## src/rtl/alu_8080_flags_unit_defines.svh

```systemverilog
// ----------------------------------------------------------------------------
// alu_8080_flags_unit_defines
// assertion macros shared by the flags unit rtl
// ----------------------------------------------------------------------------
`ifndef ALU_8080_FLAGS_UNIT_DEFINES_SVH
`define ALU_8080_FLAGS_UNIT_DEFINES_SVH

// condition must hold at every clock edge out of reset
`define ALU_ASSERT_ALWAYS(label, cond, msg) \
  label: assert property (@(posedge clk) disable iff (rst) (cond)) else $error(msg);

// consequent must hold in the cycle after the antecedent
`define ALU_ASSERT_NEXT(label, ante, cons, msg) \
  label: assert property (@(posedge clk) disable iff (rst) (ante) |=> (cons)) \
    else $error(msg);

`endif

```

## src/rtl/alu8080_pkg.sv

```systemverilog
// ----------------------------------------------------------------------------
// alu8080_pkg
// operation codes, flag bundle and constants of the 8080 flags unit
// ----------------------------------------------------------------------------
`timescale 1ns / 1ps
`default_nettype none

package alu8080_pkg;

  // operation codes carried on the kind field
  typedef enum logic [3:0] {
    KIND_ADD = 4'd0,
    KIND_SUB = 4'd1,
    KIND_AND = 4'd2,
    KIND_XOR = 4'd3,
    KIND_OR  = 4'd4,
    KIND_CMP = 4'd5,
    KIND_INR = 4'd6,
    KIND_DCR = 4'd7,
    KIND_RLC = 4'd8,
    KIND_RRC = 4'd9,
    KIND_RAL = 4'd10,
    KIND_RAR = 4'd11,
    KIND_DAA = 4'd12,
    KIND_DAD = 4'd13
  } kind_t;

  // the five condition flags
  typedef struct packed {
    logic zero;
    logic sign;
    logic parity;
    logic carry;
    logic aux_carry;
  } flags_t;

  // decimal adjust corrections and nibble limits
  localparam logic [7:0] DAA_LO_FIX = 8'h06;
  localparam logic [7:0] DAA_HI_FIX = 8'h60;
  localparam logic [3:0] BCD_MAX    = 4'd9;
  localparam logic [3:0] NIBBLE_MAX = 4'hF;

endpackage

`default_nettype wire

```

## src/rtl/alu8080_core.sv

```systemverilog
// ----------------------------------------------------------------------------
// alu8080_core
// combinational 8080 datapath: arithmetic, logic, rotates, daa, dad and flags
// ----------------------------------------------------------------------------
`timescale 1ns / 1ps
`default_nettype none

module alu8080_core
  import alu8080_pkg::*;
(
  input  wire logic [3:0]  kind,
  input  wire logic [7:0]  acc,
  input  wire logic [7:0]  operand,
  input  wire logic        carry_operand,
  input  wire logic [15:0] hl,
  input  wire logic [15:0] pair,
  input  wire flags_t      flags_in,
  output logic [7:0]       acc_res,
  output logic [7:0]       reg_res,
  output logic [15:0]      hl_res,
  output flags_t           flags_res
);

  logic [8:0]  add_sum;
  logic [8:0]  sub_sum;
  logic [8:0]  cmp_diff;
  logic [7:0]  inr_val;
  logic [7:0]  dcr_val;
  logic [16:0] dad_sum;
  logic [3:0]  lo_nib;
  logic [3:0]  hi_nib;
  logic        daa_lo;
  logic        daa_hi;
  logic [7:0]  daa_corr;
  logic [7:0]  daa_sum;
  logic [7:0]  res;
  logic        zsp;

  // adders of the arithmetic group
  assign add_sum  = {1'b0, acc} + {1'b0, operand} + {8'd0, carry_operand};
  assign sub_sum  = {1'b0, acc} + {1'b0, ~operand} + {8'd0, ~carry_operand};
  assign cmp_diff = {1'b0, acc} - {1'b0, operand};
  assign inr_val  = operand + 8'd1;
  assign dcr_val  = operand - 8'd1;
  assign dad_sum  = {1'b0, hl} + {1'b0, pair};

  // decimal adjust correction
  assign lo_nib   = acc[3:0];
  assign hi_nib   = acc[7:4];
  assign daa_lo   = (lo_nib > BCD_MAX) || flags_in.aux_carry;
  assign daa_hi   = (hi_nib > BCD_MAX) || flags_in.carry
                    || (daa_lo && (lo_nib > BCD_MAX) && (hi_nib >= BCD_MAX));
  assign daa_corr = (daa_lo ? DAA_LO_FIX : 8'h00) | (daa_hi ? DAA_HI_FIX : 8'h00);
  assign daa_sum  = acc + daa_corr;

  // operation select
  always_comb begin
    acc_res   = acc;
    reg_res   = operand;
    hl_res    = hl;
    flags_res = flags_in;
    res       = 8'h00;
    zsp       = 1'b0;
    case (kind)
      KIND_ADD: begin
        res                 = add_sum[7:0];
        acc_res             = res;
        flags_res.carry     = add_sum[8];
        flags_res.aux_carry = acc[4] ^ operand[4] ^ add_sum[4];
        zsp                 = 1'b1;
      end
      KIND_SUB: begin
        res                 = sub_sum[7:0];
        acc_res             = res;
        flags_res.carry     = ~sub_sum[8];
        flags_res.aux_carry = acc[4] ^ ~operand[4] ^ sub_sum[4];
        zsp                 = 1'b1;
      end
      KIND_AND: begin
        res                 = acc & operand;
        acc_res             = res;
        flags_res.carry     = 1'b0;
        flags_res.aux_carry = acc[3] | operand[3];
        zsp                 = 1'b1;
      end
      KIND_XOR: begin
        res                 = acc ^ operand;
        acc_res             = res;
        flags_res.carry     = 1'b0;
        flags_res.aux_carry = 1'b0;
        zsp                 = 1'b1;
      end
      KIND_OR: begin
        res                 = acc | operand;
        acc_res             = res;
        flags_res.carry     = 1'b0;
        flags_res.aux_carry = 1'b0;
        zsp                 = 1'b1;
      end
      KIND_CMP: begin
        res                 = cmp_diff[7:0];
        flags_res.carry     = cmp_diff[8];
        flags_res.aux_carry = ~(acc[4] ^ cmp_diff[4] ^ operand[4]);
        zsp                 = 1'b1;
      end
      KIND_INR: begin
        res                 = inr_val;
        reg_res             = inr_val;
        flags_res.aux_carry = (inr_val[3:0] == 4'h0);
        zsp                 = 1'b1;
      end
      KIND_DCR: begin
        res                 = dcr_val;
        reg_res             = dcr_val;
        flags_res.aux_carry = (dcr_val[3:0] != NIBBLE_MAX);
        zsp                 = 1'b1;
      end
      KIND_RLC: begin
        acc_res         = {acc[6:0], acc[7]};
        flags_res.carry = acc[7];
      end
      KIND_RRC: begin
        acc_res         = {acc[0], acc[7:1]};
        flags_res.carry = acc[0];
      end
      KIND_RAL: begin
        acc_res         = {acc[6:0], flags_in.carry};
        flags_res.carry = acc[7];
      end
      KIND_RAR: begin
        acc_res         = {flags_in.carry, acc[7:1]};
        flags_res.carry = acc[0];
      end
      KIND_DAA: begin
        res                 = daa_sum;
        acc_res             = daa_sum;
        flags_res.carry     = flags_in.carry | daa_hi;
        flags_res.aux_carry = acc[4] ^ daa_corr[4] ^ daa_sum[4];
        zsp                 = 1'b1;
      end
      KIND_DAD: begin
        hl_res          = dad_sum[15:0];
        flags_res.carry = dad_sum[16];
      end
      default: begin
        // unused codes pass everything through
        zsp = 1'b0;
      end
    endcase

    // zero, sign and parity from the 8-bit result, where the operation sets them
    if (zsp) begin
      flags_res.zero   = (res == 8'h00);
      flags_res.sign   = res[7];
      flags_res.parity = ~(^res);
    end
  end

endmodule

`default_nettype wire

```

## src/rtl/alu_8080_flags_unit.sv

```systemverilog
// ----------------------------------------------------------------------------
// alu_8080_flags_unit
// 8080-style alu with flags, registered at input and result
// ----------------------------------------------------------------------------
// channel   signals                                   handshake
// input     kind .. aux_carry_in                      start & !busy
// result    acc_out .. aux_carry_out                  done, one cycle
//
// one item may be accepted every cycle; busy is held low
// a result passes through the input register, then the
// combinational core, then the result register
// synchronous reset clears the input valid and the done strobe
// the receiver cannot stall, so results are never held back
// ----------------------------------------------------------------------------
`timescale 1ns / 1ps
`default_nettype none

`include "alu_8080_flags_unit_defines.svh"

module alu_8080_flags_unit
  import alu8080_pkg::*;
(
  input  wire logic        clk,
  input  wire logic        rst,
  input  wire logic        start,
  output logic             busy,
  input  wire logic [3:0]  kind,
  input  wire logic [7:0]  accumulator,
  input  wire logic [7:0]  operand,
  input  wire logic        carry_operand,
  input  wire logic [15:0] hl_pair,
  input  wire logic [15:0] pair_operand,
  input  wire logic        zero_in,
  input  wire logic        sign_in,
  input  wire logic        parity_in,
  input  wire logic        carry_in,
  input  wire logic        aux_carry_in,
  output logic             done,
  output logic [7:0]       acc_out,
  output logic [7:0]       reg_out,
  output logic [15:0]      hl_out,
  output logic             zero_out,
  output logic             sign_out,
  output logic             parity_out,
  output logic             carry_out,
  output logic             aux_carry_out
);

  logic        in_valid;
  logic [3:0]  in_kind;
  logic [7:0]  in_acc;
  logic [7:0]  in_operand;
  logic        in_cop;
  logic [15:0] in_hl;
  logic [15:0] in_pair;
  flags_t      in_flags;

  logic [7:0]  acc_res;
  logic [7:0]  reg_res;
  logic [15:0] hl_res;
  flags_t      flags_res;
  flags_t      flags_q;

  logic        in_keeps_acc;
  logic        in_keeps_reg;

  assign busy = 1'b0;

  // input register
  always_ff @(posedge clk) begin
    if (rst) begin
      in_valid <= 1'b0;
    end else begin
      in_valid <= start && !busy;
    end
    if (start && !busy) begin
      in_kind    <= kind;
      in_acc     <= accumulator;
      in_operand <= operand;
      in_cop     <= carry_operand;
      in_hl      <= hl_pair;
      in_pair    <= pair_operand;
      in_flags   <= '{zero: zero_in, sign: sign_in, parity: parity_in,
                      carry: carry_in, aux_carry: aux_carry_in};
    end
  end

  // datapath
  alu8080_core u_core (
    .kind          (in_kind),
    .acc           (in_acc),
    .operand       (in_operand),
    .carry_operand (in_cop),
    .hl            (in_hl),
    .pair          (in_pair),
    .flags_in      (in_flags),
    .acc_res       (acc_res),
    .reg_res       (reg_res),
    .hl_res        (hl_res),
    .flags_res     (flags_res)
  );

  // result register
  always_ff @(posedge clk) begin
    if (rst) begin
      done <= 1'b0;
    end else begin
      done <= in_valid;
    end
    if (in_valid) begin
      acc_out <= acc_res;
      reg_out <= reg_res;
      hl_out  <= hl_res;
      flags_q <= flags_res;
    end
  end

  assign zero_out      = flags_q.zero;
  assign sign_out      = flags_q.sign;
  assign parity_out    = flags_q.parity;
  assign carry_out     = flags_q.carry;
  assign aux_carry_out = flags_q.aux_carry;

  // operations that leave the accumulator or the register operand alone
  assign in_keeps_acc = in_kind inside {KIND_CMP, KIND_INR, KIND_DCR, KIND_DAD};
  assign in_keeps_reg = !(in_kind inside {KIND_INR, KIND_DCR});

  // every accepted item yields a done strobe, through the input and result registers
  `ALU_ASSERT_NEXT(a_item_done, start && !busy, ##1 done, "accepted item lost its result")
  // a done strobe only follows an item in the input register
  `ALU_ASSERT_ALWAYS(a_done_src, !done || $past(in_valid), "done without an item")
  // cmp, inr, dcr and dad leave the accumulator alone
  `ALU_ASSERT_NEXT(a_acc_hold, in_valid && in_keeps_acc, acc_out == $past(in_acc), "acc changed")
  // only inr and dcr touch the register operand
  `ALU_ASSERT_NEXT(a_reg_hold, in_valid && in_keeps_reg, reg_out == $past(in_operand), "reg changed")

endmodule

`default_nettype wire
```

## config.mk

```make
export PLATFORM = sky130hd
export DESIGN_NAME = alu_8080_flags_unit
export DESIGN_NICKNAME = d
export VERILOG_FILES = /design/src/rtl/alu8080_pkg.sv /design/src/rtl/alu8080_core.sv /design/src/rtl/alu_8080_flags_unit.sv
export VERILOG_INCLUDE_DIRS = /design/src /design/src/rtl
export SDC_FILE = /design/constraint.sdc
export NUM_CORES = 1
export LEC_CHECK = 0
export ABC_AREA = 1
export BUFFER_PORTS_ARGS = -buffer_cell sky130_fd_sc_hd__buf_2
export CORE_UTILIZATION = 30
export DETAILED_ROUTE_END_ITERATION = 8
export PLACE_DENSITY = 0.45
export SYNTH_ARGS = -nofsm -noshare
export SYNTH_HDL_FRONTEND = slang
export SYNTH_HIERARCHICAL = 1
export SYNTH_SLANG_ARGS = --single-unit
```

## constraint.sdc

```tcl
create_clock -name clk -period 7.8 [get_ports clk]
set_clock_uncertainty 0.05 [all_clocks]
set_input_delay 1.56 -clock clk [delete_from_list [all_inputs] [get_ports clk]]
set_output_delay 1.56 -clock clk [all_outputs]
set_load 0.03 [all_outputs]
```

======== Word level (Yosys, flattened, before mapping) ========
Cells that the tools add are included.
cells by class
  $add $sub $neg .......................... 9
  order comparisons ....................... 3
  equal/unequal tests ..................... 14
  multiplexer cells ....................... 10
  bitwise operators ....................... 20
  reduce and logical (&&, ||, !) cells .... 14
operator list
  kind                                                  count
  one-hot mux 8 bit (10 select lines)                   1
  one-hot mux 8 bit (9 select lines)                    1
  equality test 4 bit (second input constant)           6
  adder 8 x 8 -> 9 bit                                  2
  adder 9 x 1 -> 9 bit                                  2
  adder 16 x 16 -> 17 bit                               1
  equality test 4 x 3 -> 1 bit (second input constant)  4
  two-way mux 16 bit                                    1
  bitwise OR 8 bit                                      2
  one-hot mux 1 bit (8 select lines)                    2
  one-hot mux 8 bit (2 select lines)                    1
  OR reduction 9 bit                                    1
  subtractor 8 x 8 -> 9 bit                             1
  adder 8 x 1 -> 8 bit (second input constant)          1
  adder 8 bit                                           1
  AND 8 bit                                             1
  equality test 4 x 2 -> 1 bit (second input constant)  2
  > comparator 4 bit (second input constant)            2
  logical NOT 4 bit                                     2
  logical NOT 8 bit                                     1
  NOT 8 bit                                             1
  parity 8 bit                                          1
  subtractor 8 x 1 -> 8 bit (second input constant)     1
  bitwise XOR 1 bit                                     8
  13 further kinds                                      24
storage, ports and cells
  register bits ........................... 97
  output and inout port bits .............. 39
  logic and storage cells ................. 91

======== Longest topological paths before layout ========
  depth after elaboration ................. 12
  gate-level depth with buffers ........... 21

======== Modules after synthesis ========
Netlist, hierarchy kept.
by module, submodules not included
  module               times used  cells an instance  area an instance (µm²)  sequential area each (µm²)
  alu8080_core         1           750                3,928.8                 0.0
  alu_8080_flags_unit  1           103                2,919.0                 2,892.8

======== Worst setup path after synthesis ========
Ideal clock, no wire load.
  path type ............................... register to register
  from .................................... register in_acc[1]
  to ...................................... register flags_q (netlist bit parity_out) (data pin)
  library setup time ...................... 263 ps
  data arrival time ....................... 2,665 ps
  path slack .............................. 4,822 ps
  stages on the path, launching flop included .. 18
  cell sequence ........................... edfxtp_1 > inv_1 > nand2_1 > nand2_1 > nand2_1 > ha_1 > fa_1 > nand3_1 > nand2_1 > nand2_1 > nand2_1 > nor2_1 > nand2_1 > nor3_1 > ha_1 > xor2_1 > xnor2_1 > o21ai_0
RTL lines
  what                    line                        RTL
  start, declared         alu_8080_flags_unit.sv:51   logic [7:0] in_acc;
  start signal, assigned  alu_8080_flags_unit.sv:78   in_acc <= accumulator;
  end signal, assigned    alu_8080_flags_unit.sv:114  flags_q <= flags_res;
  end, declared           alu_8080_flags_unit.sv:62   flags_t flags_q;

==> summary.md <==
| Metric | Value |
|---|---|
| CP Capture Type | flop |
| Fin crit period | 3.57 ns |
| Post-synthesis register bit count | 97 |
| Period utilization | 0.457 |
| Worst hold start | in_flags[2]$_DFFE_PP_ |
| Hold Violations, Final | 0 |
| Final ANT Viol Nets | 0 |
| Residual DRC count | 0 |
| CTS resizes | 0 |
| Leak | 3.69 nW |
| Top cell type's share of synthesized area | 0.417 |
| CTS tree | done |
| Arr. time, crit path | 3.61 ns |
| CTS max path bufs | 2 |
| Post-CTS Setup Inserts | 0 |
| H-tree depth | 3 |
| Cell Pwr Density | 203 mW/mm2 |
| Die X | 153 um |
| Hold EP | parity_out$_DFFE_PP_ |
| Maxcap violations | 0 |
| Total die area | 0.0234 mm2 |
| Most common cell after layout, fill and taps aside | nand2_1 |
| Yosys top cell by area | edfxtp_1 |
| Critical path class | flop to flop |
| Syn Area/Cell | 8.03 um2 |
| Setup TNS | 0 ns |
| Worst-Margin Slew | 1.02 ns |
| Cts hold-fix bufs | 0 |
| Multiplexer area fraction after synthesis | 0 |
| Post-synthesis cell type count | 38 |
| Setup WS post-layout | 4.23 ns |
| CP Max Fanout | 8 |
| Worst flop-to-flop path startpoint | in_acc[1]$_DFFE_PP_ |
| Syn. warnings | 6 |
| R2R Setup Slk | 4.23 ns |
| Post-synth ARST share | 0 |
| Vias in the first global route | 5,962 |
| Nets | 1,068 |
| Reg2Reg Depth | 17 |
| Final count of negative-setup-slack endpoints | 0 |
| Drt initial violations | 396 |
| Setup Slack @ Placement | 4.24 ns |
| DRT Pass-1 Iters | 5 |
| Row Count | 54 |
| Synth top area cells | edfxtp_1 42%, nand2_1 13%, ha_1 9.3% |
| Reg2reg end | parity_out$_DFFE_PP_ |
| # clock sinks | 97 |
| Post-synthesis simple-gate area fraction | 0.278 |
| Commonest cells after routing, fill and taps aside | 232 x nand2_1, 111 x inv_1, 98 x buf_2 |
| Post-synthesis xor/xnor area fraction | 0.0153 |
| Total track usage | 0.185 |
| Reg clk slew, reported paths | 0.07 ns |
| First-pass GRT wire length | 32,700 um |
| Root buffer cell | clkbuf_16 |
| Slew Limit Fails | 0 |
| Starting Density | 0.310 |
| Outcome | finished clean |
| Cell Area, Synth | 0.00685 mm2 |
| Largest family of logic cells by synthesized area | simple AND/OR/NAND/NOR gates |
| Die height | 153 um |
| Synth Instances | 853 |
| Initial antenna violation count | 2 |
| Compound-cell area share of the yosys netlist | 0.0914 |
| Syn Nets | 972 |
| DR vias | 6,114 |
| Cts bufs inserted | 9 |
| Slew headroom | 0.317 |
| FILL cells | 2,335 |
| Ys flop type | edfxtp_1 |
| DRT Wirelength | 21,300 um |
| Worst Setup Start Kind | flop |
| Dpl hpwl | 16,800 um |
| IO Count | 100 |
| Layout area overhead | 15.9% |
| Hold Path Depth | 2 |
| Layout cells sized above 1 | 0.149 |
| Peak supply drop | 0.0966 mV |
| Vias/cell | 4.95 |
| I/O Buffers | 98 |
| Worst hold path type | flop to flop |
| GPL Wtd Cong | 0.929 |
| Pin count of the biggest net entering global routing | 60 |
| Sequential area share after synthesis | 0.422 |
| Fmax | 0.280 GHz |
| Post-synthesis adder-cell area fraction | 0.114 |
| Worst EP required | 7.84 ns |
| GRT overflow | 0 |
| Number of flops mapped to enable cells by yosys | 95 |
| Wire per inst | 17.3 um |
| RSZ-0062 raised after global routing | no |
| Worst skew pair latency | 0.36 ns |
| Core Area | 0.0221 mm2 |
-- flip-flops by register name, summed over array words and instances, names as in the netlist, 4 cells and up --
register	flops
reg_out	8
in_flags	5
in_pair	16
in_acc	8
in_operand	8
in_kind	4
in_hl	16
hl_out	16
acc_out	8
-- layout make-up --
| type | instances | area [um2] | share of cell area |
|---|---|---|---|
| well taps | 280 | 350 | 0.0441 |
| repair buffers | 100 | 505 | 0.0637 |
| flip-flops and latches | 97 | 2890 | 0.365 |
| clock buffers | 9 | 225 | 0.0284 |
| diodes | 1 | 2.50 | 0.000315 |
| inverters | 120 | 450 | 0.0567 |
| multi-input cells | 621 | 3410 | 0.430 |
| clock inverters | 7 | 96.3 | 0.0121 |
-- worst max path at each step --
stage	startpoint	endpoint	slack (ns)	depth (start not counted)
final	in_acc[1]$_DFFE_PP_	parity_out$_DFFE_PP_	4.23	17
after global routing	in_acc[1]$_DFFE_PP_	parity_out$_DFFE_PP_	4.02	17
after CTS	in_acc[1]$_DFFE_PP_	parity_out$_DFFE_PP_	4.23	17
after detailed placement	in_acc[1]$_DFFE_PP_	parity_out$_DFFE_PP_	4.24	17
after global placement	in_acc[1]$_DFFE_PP_	parity_out$_DFFE_PP_	4.27	17
after floorplan	in_acc[1]$_DFFE_PP_	parity_out$_DFFE_PP_	4.82	17
-- per-layer routing --
layer  part of all wire  GRT usage  vias up
li1                   -          -     3033
met1               0.42      0.218     2858
met2               0.48      0.320      176
met3              0.052     0.0357       45
met4              0.045     0.0948        2
met5            0.00061          0        -
-- per-stage QoR --
| step | utilization | total power [mW] | instances | hold slack (ns) | instance area (um2) |
|---|---|---|---|---|---|
| after detailed placement | 0.345 | 1.14 | 1218 | 0.468 | 7610 |
| after CTS | 0.359 | 1.63 | 1234 | 0.485 | 7940 |
| final | 0.359 | 1.61 | 1235 | 0.478 | 7940 |
| after floorplan | - | 0.996 | 853 | 0.444 | 6850 |
| after global placement | 0.345 | 1.15 | 1218 | 0.472 | 7610 |
| after global routing | 0.359 | 1.70 | 1234 | 0.497 | 7940 |
-- where the power goes --
| part | leakage [nW] | internal, mW | switching [mW] | total, mW |
|---|---|---|---|---|
| logic | 2.61 | 0.156 | 0.308 | 0.463 |
| clock network | 0.154 | 0.259 | 0.220 | 0.479 |
| registers | 0.928 | 0.629 | 0.0396 | 0.668 |
-- logic make-up (layout without fill, tap and decap cells) --
group                      after synthesis  after routing
AOI/OAI and AO/OA                      113            113
xor gates and xnor gates                12             12
adders and majority gates               58             58
buffers and inverters                  135            236
DFF                                     97             97
other                                    1              2
and+or+nand+nor                        437            437
-- cell usage after synthesis (3+ instances only) --
cell type	n
o2111ai_1	4
o211ai_1	4
xnor2_1	8
nand3_1	84
ha_1	51
nand2_1	232
nor2_4	5
o21ai_0	46
nand3b_1	8
nand4_1	17
edfxtp_1	95
buf_4	7
nor2_1	69
buf_2	6
inv_1	111
a21oi_1	42
fa_1	7
a31oi_1	3
or2_2	6
nor2_2	4
xor2_1	4
nor3_1	7
o21bai_1	5
inv_2	9
o22ai_1	3
-- worst max-delay path: stages, from the launching register on --
cell	delay, ns
edfxtp_1	0.54
inv_1	0.23
nand2_1	0.10
nand2_1	0.07
nand2_1	0.12
ha_1	0.24
fa_1	0.46
nand3_1	0.12
nand2_1	0.06
nand2_1	0.15
nand2_1	0.07
nor2_1	0.14
nand2_1	0.08
nor3_1	0.23
ha_1	0.28
xor2_1	0.16
xnor2_1	0.13
o21ai_0	0.08
No activity file was read; power rests on OpenSTA's default activity.
